--- config.mk ---
export PLATFORM = sky130hd
export DESIGN_NAME = hse_packer
export DESIGN_NICKNAME = d
export VERILOG_FILES = /design/src/hdl/hse_pkg.sv /design/src/hdl/hse_packer.sv
export SDC_FILE = /design/constraint.sdc
export NUM_CORES = 1
export LEC_CHECK = 0
export BUFFER_PORTS_ARGS = -buffer_cell sky130_fd_sc_hd__buf_2
export CORE_MARGIN = 3
export CORE_UTILIZATION = 40
export DETAILED_ROUTE_END_ITERATION = 12
export PLACE_DENSITY = 0.63
export SYNTH_ARGS = -nofsm -noshare
export SYNTH_HDL_FRONTEND = slang
export SYNTH_SLANG_ARGS = --single-unit
--- constraint.sdc ---
create_clock -name clk -period 4.3 [get_ports clk]
set_input_delay 1.29 -clock clk [delete_from_list [all_inputs] [get_ports clk]]
set_output_delay 1.29 -clock clk [all_outputs]
set_load 0.02 [all_outputs]
--- src/hdl/hse_pkg.sv ---
// Shared types and constants of the symbol encoder: table entry layout,
// packer hand-off word and item kinds. No dependencies.
package hse_pkg;

  localparam int SYMBOL_BITS  = 8;
  localparam int MAX_CODE_LEN = 32;

  localparam int SYM_W   = 8;
  localparam int IDX_W   = 8;
  localparam int DEPTH   = 256;
  localparam int CODE_W  = 32;
  localparam int LEN_W   = 6;
  localparam int CFG_W   = 4;
  localparam int BYTE_W  = 8;
  // up to seven waiting bits plus the longest code
  localparam int ACC_W   = CODE_W + BYTE_W - 1;
  localparam int CNT_W   = 6;

  localparam logic [CFG_W-1:0] WIDTH_LIMIT =
    CFG_W'((SYMBOL_BITS < 8) ? SYMBOL_BITS : 8);
  localparam logic [LEN_W-1:0] LEN_LIMIT =
    LEN_W'((MAX_CODE_LEN < 32) ? MAX_CODE_LEN : 32);
  localparam logic [CFG_W-1:0] SYM_BITS_RESET = 4'd8;

  typedef enum logic [1:0] {
    KIND_LOAD   = 2'd0,
    KIND_ENCODE = 2'd1,
    KIND_FLUSH  = 2'd2
  } kind_t;

  typedef struct packed {
    logic [LEN_W-1:0]  len;
    logic [CODE_W-1:0] code;
  } entry_t;

  typedef struct packed {
    logic              is_flush;
    logic              unmatched;
    logic [LEN_W-1:0]  len;
    logic [CODE_W-1:0] bits;
  } append_t;

endpackage

--- src/hdl/hse_packer.sv ---
// MSB-first bit packer: absorbs code words, hands out one byte a cycle
// while out_ready allows, via an output register. Depends on hse_pkg.
module hse_packer (
  input  logic                       clk,
  input  logic                       rst_n,
  input  logic                       app_valid,
  input  hse_pkg::append_t           app,
  output logic                       app_ready,
  output logic                       out_valid,
  input  logic                       out_ready,
  output logic [hse_pkg::BYTE_W-1:0] out_byte,
  output logic                       out_last,
  output logic                       out_unmatched
);

  logic [hse_pkg::ACC_W-1:0]  acc_r, acc_nxt;
  logic [hse_pkg::CNT_W-1:0]  cnt_r, cnt_nxt;
  logic                       flag_r, flag_nxt;
  logic                       ob_valid_r, ob_valid_nxt;
  logic [hse_pkg::BYTE_W-1:0] ob_byte_r, ob_byte_nxt;
  logic                       ob_last_r, ob_last_nxt;
  logic                       ob_unm_r, ob_unm_nxt;

  logic                       out_free;
  logic                       emit;
  logic [hse_pkg::CNT_W-1:0]  shift;
  logic [hse_pkg::ACC_W-1:0]  shifted;
  logic [hse_pkg::CNT_W-1:0]  rem_cnt;
  logic [2:0]                 rem3;
  logic [7:0]                 keep_mask;
  logic [6:0]                 keep;
  logic [hse_pkg::LEN_W-1:0]  add_len;
  logic [hse_pkg::CODE_W-1:0] add_bits;

  assign out_free = !ob_valid_r || out_ready;
  assign emit     = (cnt_r >= 6'd8) && out_free;
  assign shift    = cnt_r - 6'd8;
  assign shifted  = acc_r >> shift;
  assign rem_cnt  = emit ? shift : cnt_r;
  assign app_ready = (rem_cnt < 6'd8);
  assign rem3     = rem_cnt[2:0];
  assign keep_mask = (8'd1 << rem3) - 8'd1;
  assign keep     = acc_r[6:0] & keep_mask[6:0];

  // a flush pads the waiting bits with zeros up to a whole byte
  always_comb begin
    if (app.is_flush) begin
      add_len  = (rem3 != 3'd0) ? (6'd8 - {3'b000, rem3}) : 6'd0;
      add_bits = '0;
      flag_nxt = 1'b0;
    end else begin
      add_len  = app.len;
      add_bits = app.bits;
      flag_nxt = app.unmatched;
    end
  end

  always_comb begin
    acc_nxt = acc_r;
    cnt_nxt = rem_cnt;
    if (app_valid && app_ready) begin
      acc_nxt = (hse_pkg::ACC_W'(keep) << add_len) | hse_pkg::ACC_W'(add_bits);
      cnt_nxt = {3'b000, rem3} + add_len;
    end
  end

  always_comb begin
    ob_valid_nxt = ob_valid_r;
    ob_byte_nxt  = ob_byte_r;
    ob_last_nxt  = ob_last_r;
    ob_unm_nxt   = ob_unm_r;
    if (emit) begin
      ob_valid_nxt = 1'b1;
      ob_byte_nxt  = shifted[7:0];
      ob_last_nxt  = (cnt_r < 6'd16);
      ob_unm_nxt   = flag_r;
    end else if (out_ready) begin
      ob_valid_nxt = 1'b0;
    end
  end

  always_ff @(posedge clk) begin
    if (!rst_n) begin
      cnt_r      <= '0;
      ob_valid_r <= 1'b0;
    end else begin
      cnt_r      <= cnt_nxt;
      ob_valid_r <= ob_valid_nxt;
    end
  end

  always_ff @(posedge clk) begin
    acc_r     <= acc_nxt;
    ob_byte_r <= ob_byte_nxt;
    ob_last_r <= ob_last_nxt;
    ob_unm_r  <= ob_unm_nxt;
    if (app_valid && app_ready) begin
      flag_r <= flag_nxt;
    end
  end

  assign out_valid     = ob_valid_r;
  assign out_byte      = ob_byte_r;
  assign out_last      = ob_last_r;
  assign out_unmatched = ob_unm_r;

endmodule

==> flow_metrics.env, run 1 <==
export IMPL_run_status="finished, final reports clean"
export IMPL_setup_viol=0
export IMPL_start_kind="flip-flop"
export IMPL_area_delta_synth_final_pct=14.0
export IMPL_rr_worst_depth=11
export IMPL_core_region_area_um2=11600
export IMPL_synth_seq_cells=57
export IMPL_layout_common_cells="62 x sky130_fd_sc_hd__nand2_1, 55 x sky130_fd_sc_hd__buf_2, 50 x sky130_fd_sc_hd__edfxtp_1, 35 x sky130_fd_sc_hd__mux2i_1, 33 x sky130_fd_sc_hd__nor2_1"
export IMPL_synth_edf_count=50
export IMPL_grt_antenna_before_repair=0
export IMPL_floorplan_io_pins=56
export IMPL_synth_async_reset_ratio_pct=0
export IMPL_timing_critical_path_arrival_ps=2420
export IMPL_synthesis_nets=531
export IMPL_grt_overflow=0
export IMPL_post_route_util_pct=47.5
export IMPL_final_hold_viol_count=0
export IMPL_drive_above_1_share_pct=26.6
export IMPL_totalPowerFinal_mw=4.19
export IMPL_cts_root_buffer="sky130_fd_sc_hd__clkbuf_16"
export IMPL_cap_viol_max_count=0
export IMPL_core_rowCount=39
export IMPL_yosys_warnings=0
export IMPL_clk_pin_slew_worst_paths_ps=60
export IMPL_avgRoutedWirePerCell_um=20.5
export IMPL_postCtsSetupBuffers=0
export IMPL_synth_top_cell_area_share_pct=31.0
export IMPL_final_nets=578
export IMPL_reg2reg_from="cnt_r[0]"
export IMPL_worst_r2r_endpoint="acc_r[6]"
export IMPL_timing_fmax_mhz=270
export IMPL_power_density_cell_area_nw_per_um2=761
export IMPL_cts_hold_buffers=0
export IMPL_vdd_ir_drop_max_mv=0.227
export IMPL_crit_required_ps=3010
export IMPL_globalplace_congestion=1.00
export IMPL_path_class="reg2out"
export IMPL_yosysSeqAreaShare_pct=33.9
export IMPL_floorplan_die_area_um2=13400
export IMPL_postRouteAntennaNets=0
export IMPL_cts_tree="yes"
export IMPL_finalSetupTns_ps=0
export IMPL_vias_per_cell=6.17
export IMPL_grt_usage_pct=21.3
export IMPL_drt_first_iter_violations=357
export IMPL_holdCritPathClass="reg2reg"
export IMPL_syn_mean_instance_area_um2=10.2
export IMPL_hpwl_um=10800
export IMPL_cts_root_to_sink_buffers=2
export IMPL_static_leakage_power_nw=2.07
export IMPL_worst_slack_on_hold_paths_ps=446
export IMPL_clk_latency_ps=340
export IMPL_grt_start_max_net_pins=49
export IMPL_setup_ws_ps=591
export IMPL_fillers=1097
export IMPL_vias=4130
export IMPL_detail_route_wirelength_um=13700
export IMPL_port_buffer_count=55
export IMPL_dieHeight_um=116
export IMPL_final_common_cell="sky130_fd_sc_hd__nand2_1"
export IMPL_max_slew_worst_pin_slew_ps=935
export IMPL_worstPathMaxFanout=15
export IMPL_maxSlewHeadroom_pct=37.5
export IMPL_cts_resized=0
export IMPL_startpoint="cnt_r[3]"
export IMPL_synth_cell_types=67
export IMPL_first_global_vias=4011
export IMPL_detailedRoute_firstPassIterationCount=5
export IMPL_finalCritPeriodShare_pct=86.3
export IMPL_depth_of_the_cts_h_tree=3
export IMPL_yosys_top_cells_area="sky130_fd_sc_hd__edfxtp_1 31%, sky130_fd_sc_hd__mux4_2 12%, sky130_fd_sc_hd__mux2i_1 7.2%"
export IMPL_syn_instance_count=474
export IMPL_endpoint="app_ready"
export IMPL_synth_top_flop_cell="sky130_fd_sc_hd__edfxtp_1"
export IMPL_grt_setup_unrepaired="false"
export IMPL_detail_route_drc_violations=0
export IMPL_post_synthesis_instance_area_um2=4840
export IMPL_timing_reg2reg_setup_slack_ps=830
export IMPL_grt_first_pass_wirelength_um=21800
export IMPL_preCtsSetupSlack_ps=681
export IMPL_skew_ps=10.9
export IMPL_die_w_um=116
export IMPL_endpoint_kind="output pin"
export IMPL_final_period_minus_worst_setup_slack_ps=3710
export IMPL_num_cts_buffers=9
export IMPL_starting_density_of_the_core_pct=41.7
export IMPL_yosys_area_top_type="sky130_fd_sc_hd__edfxtp_1"
export IMPL_slew_limit_fails=0
export IMPL_diodes=0
export IMPL_clock_sinks=57
-- worst max-delay path, stage by stage, from the launching register on --
cell and delay, ps:
sky130_fd_sc_hd__dfxtp_1 310, sky130_fd_sc_hd__buf_4 190, sky130_fd_sc_hd__inv_1 110, sky130_fd_sc_hd__ha_1 260
sky130_fd_sc_hd__xnor2_1 160, sky130_fd_sc_hd__buf_4 200, sky130_fd_sc_hd__nand2_1 280, sky130_fd_sc_hd__o221ai_2 340
sky130_fd_sc_hd__buf_2 220
-- power breakdown --
part,leakage (nW),internal [mW],switching (mW),total [mW]
registers,0.542,0.926,0.168,1.09
logic,1.39,0.970,1.45,2.42
clock network,0.139,0.400,0.280,0.680
total,2.07,2.30,1.90,4.19
-- layout make-up --
type                            instances  area (um2)  share of cell area, %
Tap cell                              143         179                   3.24
Sequential cell                        57        1640                   29.8
Inverter                               16        60.1                   1.09
Multi-Input combinational cell        372        2990                   54.3
Clock inverter                          7        62.6                   1.13
Timing Repair Buffer                   65         350                   6.35
Clock buffer                            9         225                   4.08
-- cell usage after synthesis (all sizes together), types with 3 or more instances --
cell and instances:
nand2b 11, buf 19, xnor2 4, o2bb2ai 16, o21ai 16, mux2 9, o221ai 19, o22ai 15
nor3 6, o211ai 3, nand3b 3, mux2i 36, nor2 34, a21oi 25, clkbuf 10, xor2 3
ha 12, inv 15, a31oi 6, edfxtp 50, mux4 25, a211oi 3, dfxtp 7, nand2 63
and3 4, nor2b 11, a22oi 7, nand3 11
-- how the worst min path moves through the flow --
stage / start / end / slack, ps / cells past startpoint
after floorplan: flag_r / out_unmatched / 400 / 0
after global placement: flag_r / out_unmatched / 430 / 0
after detailed placement: flag_r / out_unmatched / 430 / 0
after CTS: flag_r / out_unmatched / 450 / 0
after global routing: flag_r / out_unmatched / 450 / 0
final: flag_r / out_unmatched / 450 / 0
-- cell families after synthesis --
| group | Yosys count | synth area share, % |
|---|---|---|
| AOI/OAI and AO/OA | 129 | 20.3 |
| xor gates and xnor gates | 7 | 1.27 |
| adders and majority gates | 13 | 3.52 |
| buffers and inverters | 45 | 4.19 |
| DFF | 57 | 33.9 |
| muxes | 70 | 21.8 |
| and+or+nand+nor | 153 | 14.9 |
-- layer usage --
metal	GRT usage [%]	vias up	wire length [um]
met1	30.4	1922	6350
met5	0	-	0
li1	-	1942	-
met2	31.6	217	5880
met3	4.49	49	954
met4	8.89	0	507
-- registers in the layout, indices dropped and copies added (netlist names) --
name / cells
flag_r: 1
cnt_r: 6
out_last: 1
acc_r: 39
out_byte: 8
out_valid: 1
out_unmatched: 1
-- metrics by stage --
stage / instance area, um2 / instances
3_5_place_dp: 5230 / 653
2_1_floorplan: 4840 / 474
5_1_grt: 5510 / 669
3_3_place_gp: 5230 / 653
6_report: 5510 / 669
4_1_cts: 5510 / 669
Power figures use the tool's default switching activity.
==> inputs of run 2 (changes only) <==
--- a/config.mk
+++ b/config.mk
@@ -5,6 +5,7 @@
 export SDC_FILE = /design/constraint.sdc
 export NUM_CORES = 1
 export LEC_CHECK = 0
+export ABC_AREA = 1
 export BUFFER_PORTS_ARGS = -buffer_cell sky130_fd_sc_hd__buf_2
 export CORE_MARGIN = 3
 export CORE_UTILIZATION = 40
==> run 2 against run 1 <==
- clock skew is 4.4 ps lower
- flip-flop and latch count stayed put
- largest power group unchanged
- count of clock-buffer cells in the layout rose by 1
- fmax is 4.2% lower
- combinational power grew 24%
- design area up 4.0%
- sequential share of layout area is 1.2 points lower
- final cell count rose by 45%
- via count rose by 29%
- register-to-register slack gained 390 ps
- setup slack lost 160 ps
- sequential power is 9.8% lower
==> flow_metrics.env, run 2 <==
export IMPL_starting_density_of_the_core_pct=41.8
export IMPL_fillers=1298
export IMPL_worstPathMaxFanout=17
export IMPL_crit_required_ps=3010
export IMPL_path_class="reg2out"
export IMPL_synth_simple_gate_area_share_pct=41.2
export IMPL_post_route_cell_area_um2=5730
export IMPL_final_nets=852
export IMPL_clk_pin_slew_worst_paths_ps=50
export IMPL_drive_above_1_share_pct=14.0
export IMPL_largest_register="acc_r"
export IMPL_vias_per_cell=5.49
export IMPL_synth_cell_types=48
export IMPL_cts_root_to_sink_buffers=2
export IMPL_drt_first_iter_violations=477
export IMPL_clk_latency_ps=330
export IMPL_worst_slack_on_hold_paths_ps=446
export IMPL_floorplan_io_pins=56
export IMPL_hold_path_startpoint="flag_r"
export IMPL_port_buffer_count=55
export IMPL_final_common_cell="sky130_fd_sc_hd__nand2_1"
export IMPL_postRouteAntennaNets=0
export IMPL_synth_async_reset_ratio_pct=0
export IMPL_slew_limit_fails=0
export IMPL_start_kind="flip-flop"
export IMPL_cap_viol_max_count=0
export IMPL_yosys_warnings=0
export IMPL_avgRoutedWirePerCell_um=16.3
export IMPL_diodes=0
export IMPL_min_path_cells=0
export IMPL_synth_top_cell_area_share_pct=29.3
export IMPL_totalPowerFinal_mw=4.67
export IMPL_finalSetupTns_ps=0
export IMPL_vias=5311
export IMPL_whs_endpoint="out_unmatched"
export IMPL_die_w_um=119
export IMPL_synth_mux_area_share_pct=0.195
export IMPL_setup_viol=0
export IMPL_synth_xor_area_share_pct=0.854
export IMPL_post_synth_top_count_cell="sky130_fd_sc_hd__nand2_1"
export IMPL_yosysSeqAreaShare_pct=32.0
export IMPL_synth_edf_count=50
export IMPL_synth_seq_cells=57
export IMPL_globalplace_congestion=0.926
export IMPL_timing_fmax_mhz=258
export IMPL_cts_root_buffer="sky130_fd_sc_hd__clkbuf_16"
export IMPL_detailed_place_area_um2=5450
export IMPL_layout_common_cells="273 x sky130_fd_sc_hd__nand2_1, 125 x sky130_fd_sc_hd__nand3_1, 59 x sky130_fd_sc_hd__o21ai_0, 55 x sky130_fd_sc_hd__buf_2, 50 x sky130_fd_sc_hd__edfxtp_1"
export IMPL_post_synthesis_instance_area_um2=5130
export IMPL_core_rowCount=40
export IMPL_synth_compound_area_share_pct=13.6
export IMPL_syn_mean_instance_area_um2=6.70
export IMPL_cts_tree="yes"
export IMPL_num_cts_buffers=9
export IMPL_cts_hold_buffers=0
export IMPL_grt_overflow=0
export IMPL_syn_instance_count=765
export IMPL_first_global_vias=4907
export IMPL_max_slew_worst_pin_slew_ps=788
export IMPL_timing_reg2reg_setup_slack_ps=1220
export IMPL_final_hold_viol_count=0
export IMPL_synthesis_nets=822
export IMPL_cts_resized=0
export IMPL_dieHeight_um=119
export IMPL_holdCritPathClass="reg2reg"
export IMPL_endpoint_kind="output pin"
export IMPL_worst_r2r_endpoint="acc_r[36]"
export IMPL_grt_first_pass_wirelength_um=25700
export IMPL_core_region_area_um2=12300
export IMPL_ys_top_cells_by_count="273 x sky130_fd_sc_hd__nand2_1, 125 x sky130_fd_sc_hd__nand3_1, 59 x sky130_fd_sc_hd__o21ai_0"
export IMPL_hpwl_um=11900
export IMPL_largest_reg_flops=39
export IMPL_grt_start_max_net_pins=50
export IMPL_detail_route_wirelength_um=15800
export IMPL_detailedRoute_firstPassIterationCount=5
export IMPL_grt_antenna_before_repair=0
export IMPL_depth_of_the_cts_h_tree=3
export IMPL_synth_top_flop_cell="sky130_fd_sc_hd__edfxtp_1"
export IMPL_floorplan_die_area_um2=14200
export IMPL_yosys_top_cells_area="sky130_fd_sc_hd__edfxtp_1 29%, sky130_fd_sc_hd__nand2_1 20%, sky130_fd_sc_hd__nand3_1 12%"
export IMPL_power_density_cell_area_nw_per_um2=815
export IMPL_static_leakage_power_nw=2.59
export IMPL_area_delta_synth_final_pct=11.8
export IMPL_final_period_minus_worst_setup_slack_ps=3870
export IMPL_grt_usage_pct=22.6
export IMPL_postCtsSetupBuffers=0
export IMPL_largest_family_of_logic_cells_by_synthesized_area="simple AND/OR/NAND/NOR gates"
export IMPL_detail_route_drc_violations=0
export IMPL_timing_critical_path_arrival_ps=2580
export IMPL_maxSlewHeadroom_pct=47.4
export IMPL_grt_setup_unrepaired="false"
export IMPL_run_status="finished, final reports clean"
export IMPL_yosys_area_share_adder_pct=3.32
export IMPL_rr_worst_depth=15
export IMPL_yosys_area_top_type="sky130_fd_sc_hd__edfxtp_1"
export IMPL_reg2reg_from="cnt_r[0]"
export IMPL_finalCritPeriodShare_pct=90.1
export IMPL_clock_sinks=57
export IMPL_skew_ps=6.55
export IMPL_vdd_ir_drop_max_mv=0.269
[run 2: changes by cell type after synthesis, sizes merged, moves of 12 or more]
cell | previous run | this run
nand3 | 11 | 127
o21ai | 16 | 78
nand4 | 0 | 21
inv | 15 | 46
o221ai | 19 | 0
nand2 | 63 | 278
mux4 | 25 | 0
mux2i | 36 | 1
o2bb2ai | 16 | 0
clkbuf | 10 | 22
o22ai | 15 | 0
[run 2: critical path: stages, from the launching register on]
cell,delay [ps]
sky130_fd_sc_hd__dfxtp_1,350
sky130_fd_sc_hd__inv_2,150
sky130_fd_sc_hd__ha_1,550
sky130_fd_sc_hd__clkinv_1,370
sky130_fd_sc_hd__o21ai_1,330
sky130_fd_sc_hd__nand2_2,130
sky130_fd_sc_hd__nor2_4,160
sky130_fd_sc_hd__buf_2,190
[run 2: final cells by class]
type / count / area, um2 / area share, %
clock buffer: 10 / 229 / 3.99
sequential: 57 / 1640 / 28.6
inverter: 48 / 204 / 3.56
multi-input combinational: 615 / 3040 / 52.9
tap: 168 / 210 / 3.67
clock inverter: 6 / 58.8 / 1.03
timing repair buffer: 64 / 355 / 6.20
[run 2: worst max-delay path by stage]
stage               from   endpoint  slack, ps
5_1_grt        out_ready  app_ready        210
4_1_cts        out_ready  app_ready        430
2_1_floorplan  out_ready  app_ready        820
3_3_place_gp   out_ready  app_ready        460
3_5_place_dp   out_ready  app_ready        430
6_report        cnt_r[3]  app_ready        430
[run 2: through the flow]
| stage | util (%) | instances | setup WS, ps |
|---|---|---|---|
| floorplan | - | 765 | 816 |
| global placement | 44.4 | 952 | 462 |
| detailed placement | 44.4 | 952 | 429 |
| CTS | 46.8 | 968 | 427 |
| global route | 46.8 | 968 | 213 |
| finish | 46.8 | 968 | 427 |
[run 2: kinds of logic after synthesis]
family | count (synthesis)
simple gates | 479
compound gates | 117
buf+inv | 93
flops | 57
fa+ha+maj | 13
xor+xnor | 5
mux | 1
[run 2: power breakdown]
group          leakage [nW]  internal [mW]  switching, mW
Clock                 0.136          0.444          0.261
Combinational          1.93          0.901           2.09
Sequential            0.529          0.886         0.0966
[run 2: metal layers]
| layer | track usage [%] | wire (um) |
|---|---|---|
| met3 | 3.94 | 981 |
| met1 | 31.2 | 7010 |
| met5 | 0 | 0 |
| met4 | 5.87 | 314 |
| met2 | 36.7 | 7450 |
